<file path="src/rtl/core/bthd_pkg.sv">
// Shared types and constants for the button tap/hold detector.
`timescale 1ns / 1ps

package bthd_pkg;

    localparam int BTN_W   = 8;
    localparam int COUNT_W = 16;
    localparam int CFG_W   = 16;
    localparam int CFG_IDX_W = 2;

    localparam logic [COUNT_W-1:0] COUNT_MAX = '1;

    localparam logic [CFG_IDX_W-1:0] REG_MIN_PRESS  = 2'd0;
    localparam logic [CFG_IDX_W-1:0] REG_MIN_HOLD   = 2'd1;
    localparam logic [CFG_IDX_W-1:0] REG_DTAP_WIN   = 2'd2;

    localparam logic [CFG_W-1:0] MIN_PRESS_RST = 16'd2;
    localparam logic [CFG_W-1:0] MIN_HOLD_RST  = 16'd60;
    localparam logic [CFG_W-1:0] DTAP_WIN_RST  = 16'd30;

    typedef struct packed {
        logic [CFG_W-1:0] min_press_ticks;
        logic [CFG_W-1:0] min_hold_ticks;
        logic [CFG_W-1:0] double_tap_window;
    } cfg_t;

    typedef struct packed {
        logic [COUNT_W-1:0] hold_count;
        logic [BTN_W-1:0]   held_mask;
        logic [BTN_W-1:0]   double_tap_mask;
        logic [BTN_W-1:0]   released_mask;
    } result_t;

endpackage

</file>
<file path="src/rtl/core/bthd_core.sv">
// Detector state registers and the per-tick update logic.
`timescale 1ns / 1ps

module bthd_core (
    input  logic                                aclk,
    input  logic                                aresetn,
    input  logic                                step,
    input  logic [bthd_pkg::BTN_W-1:0]          now_buttons,
    input  bthd_pkg::cfg_t                      cfg,
    output bthd_pkg::result_t                   result
);

    logic [bthd_pkg::BTN_W-1:0]   prev_reg, prev_next;
    logic [bthd_pkg::COUNT_W-1:0] count_reg, count_next;
    logic [bthd_pkg::BTN_W-1:0]   held_reg, held_next;
    logic [bthd_pkg::BTN_W-1:0]   last_rel_reg, last_rel_next;
    logic [bthd_pkg::BTN_W-1:0]   hist_reg, hist_next;

    logic [bthd_pkg::COUNT_W-1:0] count_inc;
    logic [bthd_pkg::BTN_W-1:0]   gone;
    logic [bthd_pkg::BTN_W-1:0]   tapped;
    logic [bthd_pkg::BTN_W-1:0]   twice;

    always_comb begin
        hist_next     = hist_reg;
        prev_next     = prev_reg;
        count_next    = count_reg;
        held_next     = held_reg;
        tapped        = '0;
        twice         = '0;
        count_inc     = (count_reg == bthd_pkg::COUNT_MAX) ? count_reg
                                                           : count_reg + 1'b1;
        gone          = prev_reg & ~now_buttons;

        if (last_rel_reg != '0) begin
            hist_next = last_rel_reg;
        end else if (count_reg > cfg.double_tap_window) begin
            hist_next = '0;
        end

        if (now_buttons == prev_reg) begin
            count_next = count_inc;
            held_next  = (count_inc > cfg.min_hold_ticks) ? now_buttons : '0;
        end else begin
            prev_next = now_buttons;
            if ((gone & held_reg) == '0) begin
                count_next = '0;
                if (count_reg < cfg.min_hold_ticks && count_reg > cfg.min_press_ticks) begin
                    tapped = gone;
                    twice  = gone & hist_next;
                end
            end
        end
        last_rel_next = tapped;

        result.released_mask   = tapped;
        result.double_tap_mask = twice;
        result.held_mask       = held_next;
        result.hold_count      = count_next;
    end

    always_ff @(posedge aclk) begin
        if (!aresetn) begin
            prev_reg     <= '0;
            count_reg    <= '0;
            held_reg     <= '0;
            last_rel_reg <= '0;
            hist_reg     <= '0;
        end else if (step) begin
            prev_reg     <= prev_next;
            count_reg    <= count_next;
            held_reg     <= held_next;
            last_rel_reg <= last_rel_next;
            hist_reg     <= hist_next;
        end
    end

endmodule

</file>
<file path="src/rtl/core/button_tap_hold_detector.sv">
// Top level of the button tap, double-tap and long-press detector.
// Usage:
//   Each request on the s_axis channel is one tick: raw pins and a software
//   mask, ORed together. Every tick gives exactly one result on m_axis: the
//   tap mask, the double-tap mask, the held mask and the unchanged-tick count.
//   Thresholds are written through cfg_wr_en / cfg_index / cfg_data while
//   the block is idle; index 0 min press, 1 min hold, 2 double-tap window.
// Timing:
//   A request is registered at the input, updated combinationally against the
//   detector state, and lands in the result register that drives
//   m_axis_tvalid. One request per cycle is sustained while m_axis_tready
//   stays high; the state update loop, stepped on each advance, sets that rate.
// Reset:
//   aresetn (synchronous, active low) clears the detector state, empties both
//   registers and restores the threshold defaults 2, 60 and 30.
// Stall:
//   While m_axis_tready is low the result holds, one more request is taken
//   into the input register, and then s_axis_tready drops until the
//   result is taken.
`timescale 1ns / 1ps

module button_tap_hold_detector #(
    parameter int NUM_BUTTONS = 8
) (
    input  logic                               aclk,
    input  logic                               aresetn,
    input  logic                               s_axis_tvalid,
    output logic                               s_axis_tready,
    // [7:0] raw_buttons, [15:8] soft_buttons
    input  logic [15:0]                        s_axis_tdata,
    output logic                               m_axis_tvalid,
    input  logic                               m_axis_tready,
    // [7:0] released_mask, [15:8] double_tap_mask, [23:16] held_mask,
    // [39:24] hold_count
    output logic [39:0]                        m_axis_tdata,
    input  logic                               cfg_wr_en,
    input  logic [bthd_pkg::CFG_IDX_W-1:0]     cfg_index,
    input  logic [bthd_pkg::CFG_W-1:0]         cfg_data
);

    localparam logic [bthd_pkg::BTN_W-1:0] BTN_MASK =
        (NUM_BUTTONS >= bthd_pkg::BTN_W) ? {bthd_pkg::BTN_W{1'b1}}
                                         : bthd_pkg::BTN_W'((1 << NUM_BUTTONS) - 1);

    bthd_pkg::cfg_t                 cfg_reg;
    logic                           in_valid_reg;
    logic [bthd_pkg::BTN_W-1:0]     now_reg;
    logic                           out_valid_reg;
    bthd_pkg::result_t              out_reg;
    bthd_pkg::result_t              result;
    logic                           advance;
    logic                           in_take;

    assign advance       = in_valid_reg && (!out_valid_reg || m_axis_tready);
    assign s_axis_tready = !in_valid_reg || advance;
    assign in_take       = s_axis_tvalid && s_axis_tready;

    assign m_axis_tvalid = out_valid_reg;
    assign m_axis_tdata  = out_reg;

    always_ff @(posedge aclk) begin
        if (!aresetn) begin
            cfg_reg.min_press_ticks   <= bthd_pkg::MIN_PRESS_RST;
            cfg_reg.min_hold_ticks    <= bthd_pkg::MIN_HOLD_RST;
            cfg_reg.double_tap_window <= bthd_pkg::DTAP_WIN_RST;
        end else if (cfg_wr_en) begin
            unique case (cfg_index)
                bthd_pkg::REG_MIN_PRESS: cfg_reg.min_press_ticks   <= cfg_data;
                bthd_pkg::REG_MIN_HOLD:  cfg_reg.min_hold_ticks    <= cfg_data;
                bthd_pkg::REG_DTAP_WIN:  cfg_reg.double_tap_window <= cfg_data;
                default: ;
            endcase
        end
    end

    always_ff @(posedge aclk) begin
        if (!aresetn) begin
            in_valid_reg <= 1'b0;
        end else if (s_axis_tready) begin
            in_valid_reg <= s_axis_tvalid;
        end
    end

    always_ff @(posedge aclk) begin
        if (in_take) begin
            now_reg <= (s_axis_tdata[7:0] | s_axis_tdata[15:8]) & BTN_MASK;
        end
    end

    always_ff @(posedge aclk) begin
        if (!aresetn) begin
            out_valid_reg <= 1'b0;
        end else if (advance) begin
            out_valid_reg <= 1'b1;
        end else if (m_axis_tready) begin
            out_valid_reg <= 1'b0;
        end
    end

    always_ff @(posedge aclk) begin
        if (advance) begin
            out_reg <= result;
        end
    end

    bthd_core u_core (
        .aclk        (aclk),
        .aresetn     (aresetn),
        .step        (advance),
        .now_buttons (now_reg),
        .cfg         (cfg_reg),
        .result      (result)
    );

endmodule

</file>
<file path="config.mk">
export PLATFORM = sky130hd
export DESIGN_NAME = button_tap_hold_detector
export DESIGN_NICKNAME = d
export VERILOG_FILES = /design/src/rtl/core/bthd_pkg.sv /design/src/rtl/core/bthd_core.sv /design/src/rtl/core/button_tap_hold_detector.sv
export SDC_FILE = /design/constraint.sdc
export NUM_CORES = 1
export LEC_CHECK = 0
export BUFFER_PORTS_ARGS = -buffer_cell sky130_fd_sc_hd__clkbuf_2
export CORE_MARGIN = 2
export CORE_UTILIZATION = 40
export CTS_CLUSTER_DIAMETER = 40
export DETAILED_ROUTE_END_ITERATION = 8
export GPL_TIMING_DRIVEN = 0
export PLACE_DENSITY = 0.59
export SYNTH_ARGS = -nofsm -noshare
export SYNTH_HDL_FRONTEND = slang
export SYNTH_SLANG_ARGS = --single-unit
</file>
<file path="constraint.sdc">
create_clock -name aclk -period 4.5 [get_ports aclk]
set_input_delay 0.45 -clock aclk [delete_from_list [all_inputs] [get_ports aclk]]
set_output_delay 0.45 -clock aclk [all_outputs]
set_load 0.01 [all_outputs]
</file>
==> qor.csv <==
stage,metric,value,unit
worst_setup_path,cp_top_family,simple AND/OR/NAND/NOR gates,
logic_synthesis,synth_edf_count,48,
logic_synthesis,yosysTopAreaCellShare,0.250,
logic_synthesis,synth_area,7860,um^2
worst_setup_path,crit_arrival,4.31,ns
placement,dp_slack,0.308,ns
detailed_routing,totalWireLength,21.1,mm
logic_synthesis,yosys_warnings,0,
logic_synthesis,synth_xor_area_frac,0.0123,
sta,drv_slew,0,
min_path,hold_class,in2reg,
detailed_routing,wl_per_cell,16.8,um
logic_synthesis,muxShareOfSynthArea,0.0143,
clocking,clock_sinks,146,
grt,antenna_found_initial,0,
logic_synthesis,synth_top_family_by_area,simple AND/OR/NAND/NOR gates,
power,peakVddDrop,0.253,mV
logic_synthesis,ys_async_sr_fraction,0,
floorplanning,ios,81,
logic_synthesis,yosysMostFrequentCell,nand2_1,
grt,grt_overflow_total,0,
clocking,tritoncts,built,
power,p_per_area,335,nW/um^2
worst_setup_path,worst_setup_path_start_kind,flop,
sta,fin_skew,0.0130,ns
logic_synthesis,ys_top_cells_by_count,"nand2_1 (155), dfxtp_1 (98), a21oi_1 (85)",
worst_setup_path,path_max_fanout,10,
logic_synthesis,synth_cell_types,66,
worst_setup_path,worst_path_most_repeated_cell,ha_1,
detailed_routing,vias_per_cell,5.41,
sta,tns,0,ns
clocking,clk_pin_slew,0.07,ns
sta,worst_pin_slew,0.961,ns
placement,numPortBuffers,79,
sta,setup_viol,0,
floorplanning,core,19400,um^2
sta,worst_slack,0.365,ns
flow_run,maxCapViolations,0,
logic_synthesis,postSynthAreaPerCell,8.93,um^2
logic_synthesis,ys_ff_latch,146,
cells_and_area,n_fill_cell,1926,
logic_synthesis,synthTopCellsByArea,"dfxtp_1 (25%), edfxtp_1 (18%), ha_1 (11%), nand2_1 (7.4%), a21oi_1 (5.4%)",
clocking,cts_setup_buffers,0,
sta,finalHoldViolations,0,
cells_and_area,area_growth_syn_to_layout,17.3,%
worst_setup_path,path_cells,ha_1 > nand3_2 > nor3_4 > and3_1 > nand3b_1 > o21a_1 > ha_1 > nand4_1 > nor4_2 > a31oi_1 > buf_2 > a32o_1,
clocking,cts_htree_levels,4,
grt,grtUsageTotal,0.209,
logic_synthesis,yosys.area_share.adder,0.115,
detailed_routing,drt-initial-drc-count,608,
floorplanning,die_h,144,um
sta,finalCritPeriodShare,0.919,
worst_setup_path,cpMaxStageDelayCell,dfxtp_1,
placement,gp_congestion,0.861,
grt,grt_pass1_vias,6260,
floorplanning,initial_core_util,0.405,
logic_synthesis,synth_fp_nets,991,
worst_setup_path,cp-end-kind,flop,
clocking,ctsHoldBuffers,0,
floorplanning,num_rows,51,
grt,grt_first_pass_wirelength,33.2,mm
worst_setup_path,critPathKind,reg2reg,
run_status,outcome,"finished, final reports clean",
worst_setup_path,path_buf_inv,1,
clocking,clock_path_buffers,2,
detailed_routing,drcViolationCount,0,
cells_and_area,final_nets,1090,
detailed_routing,ant_nets,0,
placement,dp_hpwl,15.9,mm
cells_and_area,final_area,9220,um^2
detailed_routing,first_pass_iters,5,
logic_synthesis,synth_cells,880,
logic_synthesis,synth-simple-area-share,0.190,
logic_synthesis,synth_flop_cell,dfxtp_1,
sta,relSlewSlack,0.358,
sta,period_needed,4.13,ns
cells_and_area,antennaDiodeCount,0,
logic_synthesis,yosys.area.top_type,dfxtp_1,
sta,rsz0062_at_grt,false,
power,power_leakage,0.00392,uW
cells_and_area,largest_reg_flops,48,
clocking,root_buffer,clkbuf_16,
clocking,cts-buffers-inserted,17,
worst_setup_path,required,4.68,ns
sta,max_freq,242,MHz
grt,grt_max_degree,32,
worst_setup_path,crit_path_max_incr_delay,0.53,ns
placement,dpl_cell_area,8600,um^2
logic_synthesis,synth_compound_area_frac,0.182,
cells_and_area,drive_above_1_share,0.154,
clocking,clk_latency,0.43,ns
detailed_routing,vias,6805,
floorplanning,die_area,20800,um^2
logic_synthesis,ys_seq_area_frac,0.433,
floorplanning,die_w,144,um
-- report_power, final --
group	total, uW	internal, uW	switching, uW	leakage [uW]
Sequential	1420	1400	19.1	0.00124
Clock	1450	799	653	0.000292
Combinational	214	74.3	140	0.00239
-- stage by stage --
stage	std cells	total power, uW	util	hold slack (ns)
2_1_floorplan	880	1570	-	0.436
3_3_place_gp	1224	1660	0.442	0.443
3_5_place_dp	1225	1660	0.444	0.447
4_1_cts	1257	3100	0.475	0.242
5_1_grt	1257	3180	0.475	0.256
6_report	1257	3080	0.475	0.245
-- path summary, 6_finish.rpt --
check,start,slack [ns],end,cells past startpoint
worst min register to register,cfg_reg[25]$_SDFFE_PN0P_,0.45,cfg_reg[25]$_SDFFE_PN0P_,2
worst min-delay path,s_axis_tvalid,0.24,in_valid_reg$_SDFFE_PN0N_,3
worst max-delay path,u_core.count_reg[1]$_SDFFE_PN0P_,0.37,m_axis_tdata[23]$_DFFE_PP_,12
worst max register to register,u_core.count_reg[1]$_SDFFE_PN0P_,0.37,m_axis_tdata[23]$_DFFE_PP_,12
-- routing by layer --
metal	vias to the layer above	wire [um]	share of wire	track usage
met5	-	0	0	0
met4	0	308	0.015	0.0572
met3	24	1200	0.057	0.0391
met2	223	9880	0.47	0.341
met1	3206	9720	0.46	0.285
li1	3352	-	-	-
-- timing repair --
item,CTS,global route
resized for setup,0,1
endpoints found under the hold margin,0,0
setup endpoints to repair,0,1
-- cells in the final DEF, fill, tap and decap left out, drive strengths merged, types with 32 or more instances in the layout --
cell    synthesis  final
nor2           35     35
edfxtp         48     48
ha             72     72
a21oi          88     88
nand4          32     32
inv            60     70
nand2         155    155
o21ai          34     34
clkbuf         35    131
nand3          32     32
dfxtp          98     98
-- worst register-to-register path: stages (launching register included) --
cell and delay [ns]:
dfxtp_1 0.53, ha_1 0.40, nand3_2 0.17, nor3_4 0.37, and3_1 0.29, nand3b_1 0.15
o21a_1 0.15, ha_1 0.29, nand4_1 0.17, nor4_2 0.41, a31oi_1 0.35, buf_2 0.30
a32o_1 0.31
-- area by class of cell --
class / instances / area [um^2] / area share
clock inverter: 15 / 180 / 0.0195
tap: 265 / 332 / 0.0360
inverter: 60 / 225 / 0.0244
clock buffer: 17 / 425 / 0.0462
timing repair buffer: 80 / 415 / 0.0451
sequential: 146 / 3400 / 0.369
buffer: 47 / 203 / 0.0220
multi-input combinational: 627 / 4030 / 0.438
-- cell families after synthesis --
kind of cell	count (synthesis)
simple gates	313
compound gates	220
flops	146
buf+inv	107
fa+ha+maj	72
xor+xnor	11
mux	11
(Power assumes the default switching activity.)
